[config.mk]
export PLATFORM = sky130hd
export DESIGN_NAME = substring_search_matcher_core
export DESIGN_NICKNAME = d
export VERILOG_FILES = /design/src/hdl/ssm_pkg.sv /design/src/hdl/ssm_front.sv /design/src/hdl/ssm_fifo.sv /design/src/hdl/ssm_back.sv /design/src/hdl/substring_search_matcher_core.sv
export SDC_FILE = /design/constraint.sdc
export NUM_CORES = 1
export LEC_CHECK = 0
export BUFFER_PORTS_ARGS = -buffer_cell sky130_fd_sc_hd__buf_2
export CORE_ASPECT_RATIO = 0.5
export CORE_MARGIN = 4
export CORE_UTILIZATION = 23
export DETAILED_ROUTE_END_ITERATION = 8
export PLACE_DENSITY = 0.4
export SYNTH_ARGS = -nofsm -noshare
export SYNTH_HDL_FRONTEND = slang
export SYNTH_SLANG_ARGS = --single-unit
[constraint.sdc]
create_clock -name i_clk -period 3.9 [get_ports i_clk]
set_input_delay 0.585 -clock i_clk [delete_from_list [all_inputs] [get_ports i_clk]]
set_output_delay 0.585 -clock i_clk [all_outputs]
set_load 0.03 [all_outputs]
[src/hdl/ssm_pkg.sv]
// package for the substring search matcher: sizes, request codes and the
// command word passed from the front end through the queue to the matcher
// no dependencies
`timescale 1ns / 1ps

package ssm_pkg;

    localparam int PATTERN_MAX  = 32;
    localparam int BUFFER_DEPTH = 1024;
    localparam int FIFO_DEPTH   = 4;

    localparam int PAT_IDX_W  = $clog2(PATTERN_MAX);
    localparam int PAT_LEN_W  = $clog2(PATTERN_MAX + 1);
    localparam int IDX_W      = $clog2(BUFFER_DEPTH + 1);
    localparam int POS_W      = 10;
    localparam int FIFO_PTR_W = $clog2(FIFO_DEPTH);
    localparam int FIFO_CNT_W = $clog2(FIFO_DEPTH + 1);

    localparam logic [PAT_LEN_W-1:0]  PAT_LIMIT   = PAT_LEN_W'(PATTERN_MAX);
    localparam logic [IDX_W-1:0]      DEPTH_LIMIT = IDX_W'(BUFFER_DEPTH);
    localparam logic [FIFO_CNT_W-1:0] FIFO_FULL   = FIFO_CNT_W'(FIFO_DEPTH);

    typedef enum logic {
        REQ_PATTERN = 1'b0,
        REQ_DATA    = 1'b1
    } t_req_kind;

    typedef struct packed {
        t_req_kind  kind;
        logic       start;
        logic [7:0] value;
        logic       last;
    } t_cmd;

endpackage

[src/hdl/ssm_front.sv]
// front end: accepts requests, tracks pattern loading and tags each
// request that opens a new pattern before pushing it to the queue
// depends on ssm_pkg
`timescale 1ns / 1ps

module ssm_front (
    input  logic          i_clk,
    input  logic          i_rst_n,
    input  logic          i_in_valid,
    output logic          o_in_stall,
    input  logic          i_req_type,
    input  logic [7:0]    i_data_byte,
    input  logic          i_is_last,
    input  logic          i_q_full,
    output logic          o_push,
    output ssm_pkg::t_cmd o_cmd
);

    logic                r_loading;
    logic                n_loading;
    ssm_pkg::t_req_kind  w_kind;

    assign w_kind     = ssm_pkg::t_req_kind'(i_req_type);
    assign o_in_stall = i_q_full;
    assign o_push     = i_in_valid && !i_q_full;

    always_comb begin
        o_cmd.kind  = w_kind;
        o_cmd.start = (w_kind == ssm_pkg::REQ_PATTERN) && !r_loading;
        o_cmd.value = i_data_byte;
        o_cmd.last  = i_is_last;
    end

    always_comb begin
        n_loading = r_loading;
        if (o_push) begin
            unique case (w_kind)
                ssm_pkg::REQ_PATTERN: n_loading = !i_is_last;
                ssm_pkg::REQ_DATA:    n_loading = 1'b0;
                default:              n_loading = 1'b0;
            endcase
        end
    end

    always_ff @(posedge i_clk) begin
        if (!i_rst_n) begin
            r_loading <= 1'b0;
        end else begin
            r_loading <= n_loading;
        end
    end

endmodule

[src/hdl/ssm_fifo.sv]
// short request queue between the front end and the matcher
// depends on ssm_pkg
`timescale 1ns / 1ps

module ssm_fifo (
    input  logic          i_clk,
    input  logic          i_rst_n,
    input  logic          i_push,
    input  ssm_pkg::t_cmd i_cmd,
    output logic          o_full,
    input  logic          i_pop,
    output logic          o_valid,
    output ssm_pkg::t_cmd o_cmd
);

    ssm_pkg::t_cmd                      r_mem [ssm_pkg::FIFO_DEPTH];
    logic [ssm_pkg::FIFO_PTR_W-1:0]     r_wr_ptr;
    logic [ssm_pkg::FIFO_PTR_W-1:0]     r_rd_ptr;
    logic [ssm_pkg::FIFO_CNT_W-1:0]     r_count;
    logic [ssm_pkg::FIFO_CNT_W-1:0]     n_count;

    assign o_full  = (r_count == ssm_pkg::FIFO_FULL);
    assign o_valid = (r_count != '0);
    assign o_cmd   = r_mem[r_rd_ptr];

    always_comb begin
        n_count = r_count;
        priority if (i_push && !i_pop) begin
            n_count = r_count + 1'b1;
        end else if (i_pop && !i_push) begin
            n_count = r_count - 1'b1;
        end else begin
            n_count = r_count;
        end
    end

    always_ff @(posedge i_clk) begin
        if (i_push) begin
            r_mem[r_wr_ptr] <= i_cmd;
        end
    end

    always_ff @(posedge i_clk) begin
        if (!i_rst_n) begin
            r_wr_ptr <= '0;
            r_rd_ptr <= '0;
            r_count  <= '0;
        end else begin
            if (i_push) begin
                r_wr_ptr <= r_wr_ptr + 1'b1;
            end
            if (i_pop) begin
                r_rd_ptr <= r_rd_ptr + 1'b1;
            end
            r_count <= n_count;
        end
    end

`ifndef ASSERT_OFF
    a_count_bound: assert property (@(posedge i_clk) disable iff (!i_rst_n)
        r_count <= ssm_pkg::FIFO_FULL)
        else $error("queue count beyond depth");

    a_push_lands: assert property (@(posedge i_clk) disable iff (!i_rst_n)
        i_push && !i_pop |=> r_count != '0)
        else $error("pushed request lost");
`endif

endmodule

[src/hdl/ssm_back.sv]
// matcher: pattern store, parallel byte compare, partial-match vector,
// first-occurrence capture and the result register
// depends on ssm_pkg
`timescale 1ns / 1ps

module ssm_back (
    input  logic                      i_clk,
    input  logic                      i_rst_n,
    input  logic                      i_cmd_valid,
    input  ssm_pkg::t_cmd             i_cmd,
    output logic                      o_pop,
    output logic                      o_out_valid,
    input  logic                      i_out_stall,
    output logic                      o_found,
    output logic [ssm_pkg::POS_W-1:0] o_match_start
);

    logic [7:0]                       r_store [ssm_pkg::PATTERN_MAX];
    logic [ssm_pkg::PAT_LEN_W-1:0]    r_len;
    logic [ssm_pkg::PATTERN_MAX-1:0]  r_pm;
    logic [ssm_pkg::IDX_W-1:0]        r_idx;
    logic                             r_seen;
    logic [ssm_pkg::POS_W-1:0]        r_pos;
    logic                             r_out_valid;
    logic                             r_found;
    logic [ssm_pkg::POS_W-1:0]        r_start;

    logic [ssm_pkg::PAT_LEN_W-1:0]    n_len;
    logic [ssm_pkg::PATTERN_MAX-1:0]  n_pm;
    logic [ssm_pkg::IDX_W-1:0]        n_idx;
    logic                             n_seen;
    logic [ssm_pkg::POS_W-1:0]        n_pos;
    logic                             n_out_valid;
    logic                             n_found;
    logic [ssm_pkg::POS_W-1:0]        n_start;

    logic [ssm_pkg::PATTERN_MAX-1:0]  w_eq;
    logic [ssm_pkg::PAT_LEN_W-1:0]    w_len_eff;
    logic [ssm_pkg::PAT_LEN_W-1:0]    w_len_m1;
    logic                             w_wr;
    logic [ssm_pkg::PAT_IDX_W-1:0]    w_wr_addr;

    assign o_pop         = i_cmd_valid && !(r_out_valid && i_out_stall);
    assign o_out_valid   = r_out_valid;
    assign o_found       = r_found;
    assign o_match_start = r_start;

    // byte compare against every stored pattern byte
    always_comb begin
        for (int k = 0; k < ssm_pkg::PATTERN_MAX; k++) begin
            w_eq[k] = (r_store[k] == i_cmd.value) &&
                      (ssm_pkg::PAT_LEN_W'(k) < r_len);
        end
    end

    assign w_len_m1 = r_len - 1'b1;

    always_comb begin
        n_len       = r_len;
        n_pm        = r_pm;
        n_idx       = r_idx;
        n_seen      = r_seen;
        n_pos       = r_pos;
        n_out_valid = r_out_valid && i_out_stall;
        n_found     = r_found;
        n_start     = r_start;
        w_len_eff   = i_cmd.start ? '0 : r_len;
        w_wr        = 1'b0;
        w_wr_addr   = w_len_eff[ssm_pkg::PAT_IDX_W-1:0];
        if (o_pop) begin
            unique case (i_cmd.kind)
                ssm_pkg::REQ_PATTERN: begin
                    if (i_cmd.start) begin
                        n_pm   = '0;
                        n_idx  = '0;
                        n_seen = 1'b0;
                        n_pos  = '0;
                    end
                    n_len = w_len_eff;
                    if (w_len_eff < ssm_pkg::PAT_LIMIT) begin
                        w_wr  = 1'b1;
                        n_len = w_len_eff + 1'b1;
                    end
                end
                ssm_pkg::REQ_DATA: begin
                    if (r_idx < ssm_pkg::DEPTH_LIMIT) begin
                        if (r_len != '0) begin
                            n_pm = {r_pm[ssm_pkg::PATTERN_MAX-2:0], 1'b1} & w_eq;
                            if (!r_seen && n_pm[w_len_m1[ssm_pkg::PAT_IDX_W-1:0]]) begin
                                n_seen = 1'b1;
                                n_pos  = r_idx[ssm_pkg::POS_W-1:0] -
                                         {{(ssm_pkg::POS_W - ssm_pkg::PAT_LEN_W){1'b0}},
                                          w_len_m1};
                            end
                        end
                        n_idx = r_idx + 1'b1;
                    end
                    if (i_cmd.last) begin
                        n_out_valid = 1'b1;
                        n_found     = n_seen;
                        n_start     = n_seen ? n_pos : '0;
                        n_pm        = '0;
                        n_idx       = '0;
                        n_seen      = 1'b0;
                        n_pos       = '0;
                    end
                end
                default: begin
                    n_len = r_len;
                end
            endcase
        end
    end

    always_ff @(posedge i_clk) begin
        if (w_wr) begin
            r_store[w_wr_addr] <= i_cmd.value;
        end
        r_found <= n_found;
        r_start <= n_start;
    end

    always_ff @(posedge i_clk) begin
        if (!i_rst_n) begin
            r_len       <= '0;
            r_pm        <= '0;
            r_idx       <= '0;
            r_seen      <= 1'b0;
            r_pos       <= '0;
            r_out_valid <= 1'b0;
        end else begin
            r_len       <= n_len;
            r_pm        <= n_pm;
            r_idx       <= n_idx;
            r_seen      <= n_seen;
            r_pos       <= n_pos;
            r_out_valid <= n_out_valid;
        end
    end

`ifndef ASSERT_OFF
    a_len_bound: assert property (@(posedge i_clk) disable iff (!i_rst_n)
        r_len <= ssm_pkg::PAT_LIMIT)
        else $error("pattern length beyond store");

    a_pm_in_pattern: assert property (@(posedge i_clk) disable iff (!i_rst_n)
        (r_pm >> r_len) == '0)
        else $error("partial match beyond pattern length");

    a_miss_zero: assert property (@(posedge i_clk) disable iff (!i_rst_n)
        r_out_valid && !r_found |-> r_start == '0)
        else $error("match start set without a match");
`endif

endmodule

[src/hdl/substring_search_matcher_core.sv]
// top level of the substring search matcher: front end, request queue and
// matcher
// depends on ssm_pkg, ssm_front, ssm_fifo, ssm_back
`timescale 1ns / 1ps

// channel  | handshake               | payload
// ---------+-------------------------+----------------------------------------
// request  | i_in_valid, o_in_stall  | i_req_type, i_data_byte, i_is_last
// result   | o_out_valid, i_out_stall| o_found, o_match_start
//
// one request per cycle sustained unless o_in_stall or i_out_stall holds it;
// the matcher's byte compare and match-vector shift are registered in r_pm
// a request is written into the queue at acceptance; with the queue ahead
// of it empty the matcher pops it; a last data byte loads the result register
// synchronous active-low reset clears queue, lengths and match state
// o_in_stall rises only when the four-entry queue is full; the matcher
// waits only while a result is held by i_out_stall

module substring_search_matcher_core (
    input  logic                      i_clk,
    input  logic                      i_rst_n,
    input  logic                      i_in_valid,
    output logic                      o_in_stall,
    input  logic                      i_req_type,
    input  logic [7:0]                i_data_byte,
    input  logic                      i_is_last,
    output logic                      o_out_valid,
    input  logic                      i_out_stall,
    output logic                      o_found,
    output logic [ssm_pkg::POS_W-1:0] o_match_start
);

    ssm_pkg::t_cmd w_push_cmd;
    ssm_pkg::t_cmd w_pop_cmd;
    logic          w_push;
    logic          w_full;
    logic          w_pop;
    logic          w_q_valid;

    ssm_front u_front (
        .i_clk       (i_clk),
        .i_rst_n     (i_rst_n),
        .i_in_valid  (i_in_valid),
        .o_in_stall  (o_in_stall),
        .i_req_type  (i_req_type),
        .i_data_byte (i_data_byte),
        .i_is_last   (i_is_last),
        .i_q_full    (w_full),
        .o_push      (w_push),
        .o_cmd       (w_push_cmd)
    );

    ssm_fifo u_fifo (
        .i_clk   (i_clk),
        .i_rst_n (i_rst_n),
        .i_push  (w_push),
        .i_cmd   (w_push_cmd),
        .o_full  (w_full),
        .i_pop   (w_pop),
        .o_valid (w_q_valid),
        .o_cmd   (w_pop_cmd)
    );

    ssm_back u_back (
        .i_clk         (i_clk),
        .i_rst_n       (i_rst_n),
        .i_cmd_valid   (w_q_valid),
        .i_cmd         (w_pop_cmd),
        .o_pop         (w_pop),
        .o_out_valid   (o_out_valid),
        .i_out_stall   (i_out_stall),
        .o_found       (o_found),
        .o_match_start (o_match_start)
    );

endmodule
==> out/summary.json <==
{
  "outcome": {
    "run_status": "finished with violations",
    "violations": "setup timing"
  },
  "yosys": {
    "compound_gate_fraction_of_synth_area_pct": 7.55,
    "synthMuxAreaShare_pct": 2.79,
    "yosys.area.top_type": "sky130_fd_sc_hd__edfxtp_1",
    "synth_top_family_by_area": "XOR/XNOR gates",
    "ys_top_cells_by_count": "sky130_fd_sc_hd__edfxtp_1, sky130_fd_sc_hd__xnor2_1, sky130_fd_sc_hd__nor2_1, sky130_fd_sc_hd__dfxtp_1, sky130_fd_sc_hd__xor2_1",
    "asyncSetResetFlopFracSynth_pct": 0,
    "syn_inst": 1341,
    "synth_top_cells_by_area": "sky130_fd_sc_hd__edfxtp_1, sky130_fd_sc_hd__xnor2_1, sky130_fd_sc_hd__dfxtp_1",
    "adder_cell_area_share_of_the_yosys_netlist_pct": 1.59,
    "synthFlopType": "sky130_fd_sc_hd__edfxtp_1",
    "syn_nets": 1376,
    "fraction_of_post_synthesis_cell_area_in_the_top_cell_type_by_area_pct": 53.3,
    "yosysWarnings": 0,
    "synth.avg_cell_area_um2": 13.1,
    "xor_and_xnor_area_share_after_synthesis_pct": 14.0,
    "mappedNetlistArea_um2": 17500,
    "synthesized_flop_and_latch_total": 381,
    "synth.yosys.seq_area_share_pct": 61.3,
    "synth.lib_cells_used.distinct": 67,
    "synth_enable_flop_cells": 311,
    "post_synth_and_or_nand_nor_area_fraction_pct": 10.0,
    "yosysMostFrequentCell": "sky130_fd_sc_hd__edfxtp_1"
  },
  "critical_path": {
    "cp_max_fo": 7,
    "crit_path_end_kind": "flop",
    "worst-setup-path-type": "flop to flop",
    "critical_path.startpoint_type": "flop",
    "critical_path_arrival_ns": 4.51,
    "cp_data_required_time_ns": 4.35
  },
  "place": {
    "place.detailed.instances": 2486,
    "dpl-instance-area_um2": 19900,
    "number_of_port_buffers": 26,
    "dp_hpwl_um": 36000,
    "final_wtd_congestion": 0.785
  },
  "die": {
    "core-area_um2": 75200,
    "io_pins": 27,
    "floorplan.rows": 71,
    "design.die.area_um2": 80900,
    "die_w_um": 398,
    "start_util_pct": 23.3,
    "die_height_um": 203
  },
  "power_and_ir_drop": {
    "pwr_density_cell_nw_per_um2": 690,
    "post-layout-total-power_uw": 15200,
    "vdd_ir_drop_max_v": 0.000306,
    "cellLeakagePower_uw": 0.00721
  },
  "route": {
    "ant_nets": 0,
    "detail_route.vias_per_cell": 4.28,
    "wl_cell_um": 20.2,
    "drt-pass1-iter-count": 5,
    "drt_iter0_markers": 760,
    "total_routed_length_um": 52300,
    "routed-via-count": 11115,
    "detail_route.drc_violations": 0
  },
  "layout": {
    "multiInputGateArea_um2": 6560,
    "drive_gt1_share_pct": 21.8,
    "instances_no_fill": 2595,
    "final_cell_area_um2": 22000,
    "final_core_utilization_pct": 29.2,
    "final-seq-area_um2": 10700,
    "antenna-diode-count": 0,
    "synthToLayoutAreaGrowth_pct": 25.6,
    "finish.net_count": 1575,
    "num-fill-cells": 7652
  },
  "clocking": {
    "ctsRootBufferMaster": "sky130_fd_sc_hd__clkbuf_16",
    "total_number_of_h_tree_levels": 2,
    "cts.clk_slew.worst_paths_ns": 0.07,
    "tritoncts": "done",
    "worst_skew_late_latency_ns": 0.58,
    "clk_path_buf_depth": 3,
    "total_clock_buffers_created_by_cts": 42,
    "cts_num_sinks": 381
  },
  "sta": {
    "finalCritPeriodShare_pct": 104,
    "post-route-min-period_ns": 4.07,
    "worst_rel_slew_slack_pct": 35.5,
    "worst_clock_skew_ns": 0.0182,
    "grt_setup_unrepaired": "yes",
    "report.final.setup_viol": 10,
    "layout_setup_ws_ns": -0.166,
    "hold_ws_ns": 0.225,
    "timing_worst_slew_pin_value_ns": 0.961,
    "final_hold_violation_count": 0,
    "achievable-frequency_mhz": 246,
    "timing.final.max_slew_violations": 0
  },
  "min_path": {
    "timing.hold.worst.class": "input port to flop"
  },
  "run": {
    "cap_viol_max_count": 0
  },
  "grt": {
    "grt_util_all_layers_pct": 12.8,
    "global_route_wire_length_before_repair_um": 77200,
    "grt.overflow.total": 0,
    "grt_start_max_net_pins": 32,
    "via_count_of_the_first_global_routing_pass": 11189,
    "grt_antenna_before_repair": 1
  }
}
==> layout by cell type (no fill, tap or decap), drive strengths merged, types with 19 or more instances in the layout <==
| cell | count |
|---|---|
| clkbuf | 52 |
| edfxtp | 311 |
| nor3 | 26 |
| ha | 19 |
| o21ai | 33 |
| nor2b | 39 |
| a21oi | 22 |
| inv | 35 |
| nor2 | 80 |
| a22oi | 22 |
| nand3 | 46 |
| nand4 | 30 |
| xnor2 | 208 |
| buf | 215 |
| nor4 | 22 |
| nand2 | 62 |
| mux2i | 21 |
| dfxtp | 70 |
| xor2 | 70 |
==> cell type report <==
| type | count | area share (%) |
|---|---|---|
| Sequential cell | 381 | 48.9 |
| Timing Repair Buffer | 218 | 8.34 |
| Inverter | 33 | 0.563 |
| Clock buffer | 51 | 5.07 |
| Tap cell | 1022 | 5.82 |
| Multi-Input combinational cell | 864 | 29.8 |
| Clock inverter | 26 | 1.52 |
==> cell families after synthesis <==
| family | count (synthesis) |
|---|---|
| xor+xnor | 278 |
| simple gates | 347 |
| buf+inv | 97 |
| mux | 34 |
| flops | 381 |
| fa+ha+maj | 21 |
| compound gates | 183 |
==> flip-flops by register name, indices dropped and copies added, names as in the netlist, named ones only <==
name / cells
u_back.r_len: 6
u_back.r_store: 256
u_back.o_out_valid: 1
u_back.o_found: 1
u_back.r_idx: 11
u_back.r_pos: 10
u_fifo.r_mem: 44
u_front.r_loading: 1
u_fifo.r_wr_ptr: 2
u_back.o_match_start: 10
u_back.r_pm: 31
u_fifo.r_count: 3
u_fifo.r_rd_ptr: 2
u_back.r_seen: 1
==> path summary, 6_finish.rpt <==
path,cells after the start,start,slack [ns],end
setup / recovery,15,flop,-0.17,u_back.r_pos[5]$_SDFFE_PN0P_
hold reg to reg,2,u_back.r_pm[18]$_SDFFE_PN0P_,0.47,u_back.r_pm[18]$_SDFFE_PN0P_
setup reg to reg,15,flop,-0.17,u_back.r_pos[5]$_SDFFE_PN0P_
hold / removal,1,i_data_byte[6],0.22,u_fifo.r_mem[2][7]$_DFFE_PP_
==> per-layer routing <==
layer,vias up,part of all wire [%],track usage (%)
met5,-,0,0
met4,0,1.4,2.67
met3,55,3.8,2.02
met2,188,42,19.1
met1,5562,52,19.4
li1,5310,-,-
==> power by group <==
part / internal (uW) / switching [uW]
sequential: 4990 / 101
clock: 2520 / 1740
combinational: 2380 / 3460
total: 9880 / 5290
==> what timing repair did <==
action	4_1_cts	5_1_grt
setup endpoints to repair	21	21
gates resized for setup	36	22
hold buffers	0	0
cloned	3	1
pin swaps	6	20
hold endpoints to repair	0	0
setup buffers	15	14
==> worst max-delay path, stage by stage (launching register included) <==
cell and delay, ns:
sky130_fd_sc_hd__dfxtp_4 0.39, sky130_fd_sc_hd__buf_12 0.14, sky130_fd_sc_hd__mux4_4 0.80, sky130_fd_sc_hd__buf_6 0.20, sky130_fd_sc_hd__xor2_1 0.13, sky130_fd_sc_hd__nor4_1 0.22, sky130_fd_sc_hd__buf_4 0.19, sky130_fd_sc_hd__nand4_1 0.23
sky130_fd_sc_hd__o31a_1 0.21, sky130_fd_sc_hd__o21ai_2 0.13, sky130_fd_sc_hd__o21ai_2 0.07, sky130_fd_sc_hd__buf_4 0.18, sky130_fd_sc_hd__a2111oi_4 0.43, sky130_fd_sc_hd__buf_4 0.24, sky130_fd_sc_hd__a2bb2oi_4 0.24, sky130_fd_sc_hd__o22ai_1 0.11
==> metrics by stage <==
stage / worst slack (ns) / setup TNS, ns
2_1_floorplan: 0.592 / 0
3_3_place_gp: -0.346 / -4.77
3_5_place_dp: -0.344 / -4.90
4_1_cts: -0.0445 / -0.205
5_1_grt: -0.267 / -3.22
6_report: -0.166 / -1.42
Power figures use the tool's default switching activity.
